<file path="src/sv/base64_stream_codec_core_assert.svh">
// Assertion macros for the base64 stream codec core.
`ifndef BASE64_STREAM_CODEC_CORE_ASSERT_SVH
`define BASE64_STREAM_CODEC_CORE_ASSERT_SVH

`ifndef SYNTHESIS
`define B64SC_ASSERT(lbl, clk, rst, prop) \
  lbl: assert property (@(posedge clk) disable iff (rst) prop) \
    else $error("%m: assertion failed");
`define B64SC_ASSERT_NEXT(lbl, clk, rst, ante, cons) \
  lbl: assert property (@(posedge clk) disable iff (rst) (ante) |=> (cons)) \
    else $error("%m: assertion failed");
`else
`define B64SC_ASSERT(lbl, clk, rst, prop)
`define B64SC_ASSERT_NEXT(lbl, clk, rst, ante, cons)
`endif

`endif

</file>
<file path="src/sv/b64sc_pkg.sv">
// Types, codes and alphabet mapping for the base64 stream codec.
`default_nettype none
package b64sc_pkg;

  typedef enum logic [1:0] {
    ST_OK         = 2'd0,
    ST_BADCHAR    = 2'd1,
    ST_INCOMPLETE = 2'd2
  } status_t;

  localparam int unsigned NumSlots = 4;
  localparam logic [2:0] AddrDirection = 3'd0;

  function automatic logic [7:0] sextet_to_char(input logic [5:0] v);
    logic [7:0] w;
    w = {2'b00, v};
    if (v <= 6'd25) begin
      return w + 8'd65;
    end else if (v <= 6'd51) begin
      return w + 8'd71;
    end else if (v <= 6'd61) begin
      return w - 8'd4;
    end else if (v == 6'd62) begin
      return 8'h2B;
    end
    return 8'h2F;
  endfunction

  // {valid, sextet}
  function automatic logic [6:0] char_to_sextet(input logic [7:0] c);
    logic [7:0] d;
    d = 8'd0;
    if (c >= 8'h41 && c <= 8'h5A) begin
      d = c - 8'd65;
      return {1'b1, d[5:0]};
    end else if (c >= 8'h61 && c <= 8'h7A) begin
      d = c - 8'd71;
      return {1'b1, d[5:0]};
    end else if (c >= 8'h30 && c <= 8'h39) begin
      d = c + 8'd4;
      return {1'b1, d[5:0]};
    end else if (c == 8'h2B) begin
      return {1'b1, 6'd62};
    end else if (c == 8'h2F) begin
      return {1'b1, 6'd63};
    end
    return {1'b0, d[5:0]};
  endfunction

endpackage
`default_nettype wire

</file>
<file path="src/sv/base64_stream_codec_core.sv">
// Base64 stream codec core: byte-serial encode/decode with a result burst register.
// Latency: an item's first result is valid the cycle after its transfer.
// Throughput: one input per cycle while items give no result; a group's results
// (four encoding, three decoding) drain from the burst register one per cycle while
// m_tready is high. Reset clears direction (encode), the partial group and busy/remain.
`default_nettype none
`include "base64_stream_codec_core_assert.svh"
module base64_stream_codec_core
  import b64sc_pkg::*;
(
  input  wire logic        clk,
  input  wire logic        rst,
  input  wire logic        s_tvalid,
  output logic             s_tready,
  input  wire logic [7:0]  s_tdata,   // [7:0] in_byte
  input  wire logic        s_tlast,
  output logic             m_tvalid,
  input  wire logic        m_tready,
  output logic [7:0]       m_tdata,   // [7:0] out_byte
  output logic [1:0]       m_tuser,   // [1:0] status
  output logic             m_tlast,
  input  wire logic        psel,
  input  wire logic        penable,
  input  wire logic        pwrite,
  input  wire logic [2:0]  paddr,
  input  wire logic [31:0] pwdata,
  output logic [31:0]      prdata,
  output logic             pready
);

  logic        direction;
  logic [23:0] group_bits;
  logic [23:0] group_bits_next;
  logic [1:0]  group_count;
  logic [1:0]  group_count_next;
  logic [7:0]  slot [NumSlots];
  logic [7:0]  slot_next [NumSlots];
  status_t     status;
  status_t     status_next;
  logic [1:0]  remain;
  logic [1:0]  remain_next;
  logic        busy;
  logic        emit;
  logic        in_xfer;
  logic        out_xfer;
  logic        cfg_wr;
  logic [6:0]  sx;
  logic [23:0] gb_enc;
  logic [23:0] gb_dec;

  assign pready   = 1'b1;
  assign cfg_wr   = psel && penable && pwrite && pready && (paddr[2] == AddrDirection[2]);
  assign prdata   = (paddr[2] == AddrDirection[2]) ? {31'd0, direction} : 32'd0;

  assign m_tvalid = busy;
  assign m_tdata  = slot[0];
  assign m_tuser  = status;
  assign m_tlast  = (remain == 2'd0);
  assign out_xfer = m_tvalid && m_tready;
  assign s_tready = !busy || (out_xfer && remain == 2'd0);
  assign in_xfer  = s_tvalid && s_tready;

  assign sx     = char_to_sextet(s_tdata);
  assign gb_enc = {group_bits[15:0], s_tdata};
  assign gb_dec = {group_bits[17:0], sx[5:0]};

  always_comb begin
    emit             = 1'b0;
    status_next      = ST_OK;
    remain_next      = 2'd0;
    group_bits_next  = group_bits;
    group_count_next = group_count;
    for (int i = 0; i < NumSlots; i++) begin
      slot_next[i] = 8'd0;
    end
    if (!direction) begin
      if (group_count == 2'd2) begin
        emit             = 1'b1;
        remain_next      = 2'd3;
        slot_next[0]     = sextet_to_char(gb_enc[23:18]);
        slot_next[1]     = sextet_to_char(gb_enc[17:12]);
        slot_next[2]     = sextet_to_char(gb_enc[11:6]);
        slot_next[3]     = sextet_to_char(gb_enc[5:0]);
        group_bits_next  = 24'd0;
        group_count_next = 2'd0;
      end else if (s_tlast) begin
        emit             = 1'b1;
        status_next      = ST_INCOMPLETE;
        group_bits_next  = 24'd0;
        group_count_next = 2'd0;
      end else begin
        group_bits_next  = gb_enc;
        group_count_next = group_count + 2'd1;
      end
    end else begin
      if (!sx[6]) begin
        emit             = 1'b1;
        status_next      = ST_BADCHAR;
        group_bits_next  = 24'd0;
        group_count_next = 2'd0;
      end else if (group_count == 2'd3) begin
        emit             = 1'b1;
        remain_next      = 2'd2;
        slot_next[0]     = gb_dec[23:16];
        slot_next[1]     = gb_dec[15:8];
        slot_next[2]     = gb_dec[7:0];
        group_bits_next  = 24'd0;
        group_count_next = 2'd0;
      end else if (s_tlast) begin
        emit             = 1'b1;
        status_next      = ST_INCOMPLETE;
        group_bits_next  = 24'd0;
        group_count_next = 2'd0;
      end else begin
        group_bits_next  = gb_dec;
        group_count_next = group_count + 2'd1;
      end
    end
  end

  always_ff @(posedge clk) begin
    if (rst) begin
      direction   <= 1'b0;
      group_bits  <= 24'd0;
      group_count <= 2'd0;
    end else if (cfg_wr) begin
      direction   <= pwdata[0];
      group_bits  <= 24'd0;
      group_count <= 2'd0;
    end else if (in_xfer) begin
      group_bits  <= group_bits_next;
      group_count <= group_count_next;
    end
  end

  always_ff @(posedge clk) begin
    if (rst) begin
      busy   <= 1'b0;
      remain <= 2'd0;
    end else if (in_xfer && emit) begin
      busy   <= 1'b1;
      remain <= remain_next;
    end else if (out_xfer) begin
      busy   <= (remain != 2'd0);
      remain <= remain - 2'd1;
    end
  end

  always_ff @(posedge clk) begin
    if (in_xfer && emit) begin
      status <= status_next;
      for (int i = 0; i < NumSlots; i++) begin
        slot[i] <= slot_next[i];
      end
    end else if (out_xfer) begin
      for (int i = 0; i < NumSlots - 1; i++) begin
        slot[i] <= slot[i + 1];
      end
      slot[NumSlots - 1] <= 8'd0;
    end
  end

  `B64SC_ASSERT(a_enc_count_range, clk, rst, (!direction) |-> (group_count != 2'd3))
  `B64SC_ASSERT(a_ready_while_busy, clk, rst,
    (busy && s_tready) |-> (m_tready && remain == 2'd0))
  `B64SC_ASSERT(a_error_single, clk, rst, (busy && status != ST_OK) |-> (remain == 2'd0))
  `B64SC_ASSERT_NEXT(a_enc_burst, clk, rst,
    (in_xfer && !cfg_wr && !direction && group_count == 2'd2),
    (busy && remain == 2'd3 && status == ST_OK && group_count == 2'd0))
  `B64SC_ASSERT_NEXT(a_dec_burst, clk, rst,
    (in_xfer && !cfg_wr && direction && sx[6] && group_count == 2'd3),
    (busy && remain == 2'd2 && status == ST_OK && group_count == 2'd0))

endmodule
`default_nettype wire

</file>
<file path="config.mk">
export PLATFORM = sky130hd
export DESIGN_NAME = base64_stream_codec_core
export DESIGN_NICKNAME = d
export VERILOG_FILES = /design/src/sv/b64sc_pkg.sv /design/src/sv/base64_stream_codec_core.sv
export VERILOG_INCLUDE_DIRS = /design/src /design/src/sv
export SDC_FILE = /design/constraint.sdc
export NUM_CORES = 1
export LEC_CHECK = 0
export ABC_CLOCK_PERIOD_IN_PS = 8400
export BUFFER_PORTS_ARGS = -buffer_cell sky130_fd_sc_hd__buf_2
export CORE_MARGIN = 5
export CORE_UTILIZATION = 30
export CTS_BUF_LIST = sky130_fd_sc_hd__clkbuf_16
export DETAILED_ROUTE_END_ITERATION = 12
export HOLD_SLACK_MARGIN = 0.12
export PLACE_DENSITY = 0.55
export SLEW_MARGIN = 10
export SYNTH_ARGS = -nofsm -noshare
export SYNTH_HDL_FRONTEND = slang
export SYNTH_SLANG_ARGS = --single-unit
export TNS_END_PERCENT = 10
</file>
<file path="constraint.sdc">
create_clock -name clk -period 8.4 [get_ports clk]
set_clock_uncertainty 0.15 [all_clocks]
set_input_delay 1.68 -clock clk [delete_from_list [all_inputs] [get_ports clk]]
set_output_delay 1.68 -clock clk [all_outputs]
set_load 0.1 [all_outputs]
</file>
; ---- After elaboration in Yosys (flattened, before gate mapping)
; Memories as Yosys holds them, arrays and structs flattened.
; Index checks and enable logic that the tools add are counted.
[word_totals]
register_bits = 26
mem_bits_rw = 32
inputBits = 51
output_inout_bits = 46
wordCells = 173
n_memories = 1
[op_classes]
addsub = 17
order_cmp = 18
eq_ne = 8
mux = 102
n_bitwise = 5
n_reduce_logical = 16
[mem_list]
columns = name, words, word_bits, rd, rd_clocked_by_memory_dff, write_ports, line_no
row1 = slot, 4, 8, 4, 0, 4, base64_stream_codec_core.sv:36  ; logic [7:0] slot [NumSlots];
[op_table]
columns = op, count
row1 = $mux 8, 25
row2 = $mux 18, 6
row3 = $mux 24, 3
row4 = $add 6x7->8 const B, 8
row5 = $le 6x6->1 const B, 8
row6 = $mux 1, 42
row7 = $mux 7, 6
row8 = $mux 2, 16
row9 = $mux 32, 1
row10 = $sub 6x3->7 const B, 4
row11 = $eq 6x6->1 const B, 4
row12 = $le 6x5->1 const B, 4
row13 = $mux 6, 3
row14 = $eq 8x6->1 const B, 2
row15 = $ge 8x7->1 const B, 2
row16 = $le 8x7->1 const B, 2
row17 = $logic_and 1x1->1, 10
row18 = $ge 8x6->1 const B, 1
row19 = $le 8x6->1 const B, 1
row20 = $add 6x3->6 const B, 1
row21 = $sub 6x1->6 const B, 1
row22 = $sub 6x3->6 const B, 1
row23 = $eq 2x2->1 const B, 2
row24 = $or 1x1->1, 4
row25 = 8 further kinds, 9

; ---- Depth between registers and ports, before layout
[logic_depth]
ltp_word = 13
mapped_depth = 13
depth_no_buf = 9

; ---- Worst setup path after synthesis
; Ideal clock, no wire load.
[synth_path]
path_kind = input to register
from = input s_tdata[2]
to = memory slot[0][0] (enable)
setup_time_ps = 479
t_arrival_ps = 4216
slack_ps = 3555
stages = 9
n_path_buf = 1
cell_sequence = clkbuf_1 inv_1 ha_1 a211o_1 a311oi_4 and2_4 nor3_4 a21oi_1 nand2_1
[synth_lines]
columns = item, line_no
row1 = from (decl), base64_stream_codec_core.sv:15  ; input wire logic [7:0] s_tdata,
row2 = to (decl), base64_stream_codec_core.sv:36

==> impl_metrics.yaml <==
cts:
  cts_hold_buffers: 0
  numClockSinks: 58
  cts_setup_buffers: 0
  tritoncts: "done"
  tritoncts.num_buffers: 9
  cts.reportedPaths.clkPinSlew_ns: 0.06
  cts_resized: 0
  ctsLongestPathBuffers: 2
  htreeDepth: 3
  clk_root_buffer_cell: "sky130_fd_sc_hd__clkbuf_16"
  insertion_delay_ns: 0.32
sta:
  timing.final.crit_share_pct: 59.2
  final-setup-viol-count: 0
  setup_repair_after_global_routing_missed_its_margin: "false"
  final_max_slew_viol_count: 0
  slew_headroom_pct: 19.4
  clock.fmax_ghz: 0.201
  tightest_slew_ns: 1.21
  fin_setup_tns_ns: 0
  hold_viol_final: 0
  clock_period_minus_worst_slack_ns: 4.97
detailed_routing:
  firstDrtPassIters: 5
  via_per_inst: 5.50
  drt_iter0_drc: 374
  avgRoutedWirePerCell_um: 16.8
  drt_drc_violations_left: 0
  detailed_route_wire_length_um: 14400
  detailroute.via_count: 4715
  final_antenna_net_count: 0
synth:
  synth.largest_area_cell: "sky130_fd_sc_hd__edfxtp_1"
  synth_top_cell_area_share_pct: 19.9
  synthesis.yosys.warnings: 0
  synthesis.instances: 631
  synthMostInstantiatedCell: "sky130_fd_sc_hd__nand2_1"
  synth_cell_types: 73
  syn-cell-area_sq_um: 5120
  synth_enable_flop_cells: 34
  postSynthRegisterBits: 58
  yosys-top-cells-area: "sky130_fd_sc_hd__edfxtp_1 20%, sky130_fd_sc_hd__dfxtp_1 9.4%, sky130_fd_sc_hd__ha_1 9.0%"
  synth_async_sr_flop_share_pct: 0
  postSynthAreaPerCell_sq_um: 8.11
  synth.top_cells.by_count: "70 x sky130_fd_sc_hd__nand2_1, 50 x sky130_fd_sc_hd__nor2_1, 44 x sky130_fd_sc_hd__a21oi_1"
  yosysSeqAreaShare_pct: 29.3
  dominantRegCellSynth: "sky130_fd_sc_hd__edfxtp_1"
power:
  power_leakage_nw: 2.08
  max-vdd-ir-drop_v: 0.0000958
  power.share.sequential_pct: 35.5
  net_sw_power_uw: 382
  power_report.internal_total_uw: 624
  cellPowerDensity_nw_per_um2: 181
  power.clock.fraction_pct: 35.6
  comb_pwr_share_pct: 28.8
  power.share.switching_pct: 38.0
job:
  maxCapViolCount: 0
placed_design:
  gpl.final_weighted_congestion: 0.920
  postPlaceCellArea_sq_um: 5250
  hpwlAfterDp_um: 10400
  portBuffers: 31
die:
  coreArea_sq_um: 16600
  chipHeight_um: 141
  ios: 97
  num_rows: 47
  die_w_um: 141
  total_die_area_sq_um: 19800
  initial_core_util_pct: 30.8
outcome:
  result_of_the_run: "finished clean"
critical_path:
  startpoint_type: "input pin"
  crit_path_start: "s_tdata[2]"
  critPathMaxStageDelay_ns: 0.95
  worst_path_max_delay_cell: "sky130_fd_sc_hd__a21oi_2"
  cp.required_ns: 8.42
  highest_net_fanout_along_the_worst_path: 22
  worst_r2r_startpoint: "remain[0]"
  critical_path_class: "in -> reg"
  crit_path_cell_trace: "buf_2, inv_1, ha_1, a211o_1, a311oi_4, and2_4, nor3_4, a21oi_2, o22ai_1, o21ai_0"
  cp_data_arrival_time_ns: 4.99
  timing.critical_path.to_type: "register"
layout:
  design.final.nets: 721
  finalInstanceArea_sq_um: 5550
  fillCellCount: 1777
  drive_gt1_share_pct: 11.3
  flow.area_growth_from_synthesis_pct: 8.33
  seq_area_sq_um: 1500
  diodes: 0
  multiInputGateArea_sq_um: 3180
grt:
  grt_max_degree: 36
  antenna_violations_before_repair: 0
  overflow: 0
  grt_pass1_vias: 4470
  groute.usage.overall_pct: 14.1
  grt_first_pass_wirelength_um: 23100
hold_path:
  hold_start: "group_count[1]"
  worst_hold_path_type: "reg -> reg"
## per-layer routing
metal | share of wire, % | track usage (%)
met1 | 45 | 18.8
met2 | 48 | 23.2
met3 | 5.6 | 2.17
met4 | 2.0 | 4.90
met5 | 0 | 0
## per-stage QoR
stage          setup WS [ns]  power [mW]  utilization (%)  cells  hold slack, ns
6_report                3.43        1.01             33.3    858           0.335
5_1_grt                 3.17        1.05             33.3    858           0.366
4_1_cts                 3.43        1.01             33.3    858           0.340
3_5_place_dp            3.09       0.650             31.5    842           0.332
3_3_place_gp            3.13       0.647             31.5    842           0.315
2_1_floorplan           3.55       0.611                -    661           0.307
## power by group through the flow
stage | logic (mW) | clock network (mW) | registers, mW
6_report | 0.290 | 0.359 | 0.357
3_3_place_gp | 0.285 | 0 | 0.362
4_1_cts | 0.288 | 0.364 | 0.357
2_1_floorplan | 0.215 | 0 | 0.396
3_5_place_dp | 0.287 | 0 | 0.363
5_1_grt | 0.311 | 0.379 | 0.361
## registers in the layout, indices dropped and copies added, names as in the netlist
signal,cells
group_bits,18
slot,32
m_tvalid,1
m_tuser,2
group_count,2
direction,1
remain,2
## layout make-up
cell class | count | area share [%]
Clock buffer | 9 | 4.06
Clock inverter | 7 | 1.29
Tap cell | 220 | 4.96
Multi-Input combinational cell | 501 | 57.3
Inverter | 27 | 1.83
Timing Repair Buffer | 36 | 3.47
Sequential cell | 58 | 27.1
## worst paths after layout
path,depth (start not counted),endpoint,slack [ns]
max,10,slot[0][0],3.43
min,2,group_count[1],0.33
max reg2reg,10,slot[3][5],5.14
min reg2reg,2,group_count[1],0.33
## worst max-delay path: cells and delay by family
kind,cells,cell delay [ns]
AO/OA/AOI/OAI,5,2.20
adder cells (fa/ha/maj),1,0.33
buffers and inverters,2,0.46
AND/OR/NAND/NOR,2,0.31
## logic make-up after synthesis
logic type      Yosys count  synth area share [%]
mux                       6                  1.22
flops                    58                  29.3
simple gates            222                  21.1
buf+inv                 102                  10.9
other cells               2                 0.147
fa+ha+maj                37                  9.04
compound gates          199                  27.4
xor+xnor                  5                 0.855
## cell usage in the layout (no fill, tap or decap), types with 24 or more instances in the layout
cell type,netlist,routed
sky130_fd_sc_hd__nor2_1,50,50
sky130_fd_sc_hd__nand2_1,70,70
sky130_fd_sc_hd__nor3_1,25,24
sky130_fd_sc_hd__o21ai_0,33,33
sky130_fd_sc_hd__edfxtp_1,34,34
sky130_fd_sc_hd__buf_2,13,31
sky130_fd_sc_hd__inv_1,27,28
sky130_fd_sc_hd__conb_1,2,32
sky130_fd_sc_hd__dfxtp_1,24,24
sky130_fd_sc_hd__a21oi_1,44,44
sky130_fd_sc_hd__ha_1,37,37
No activity file was read; power rests on OpenSTA's default activity.
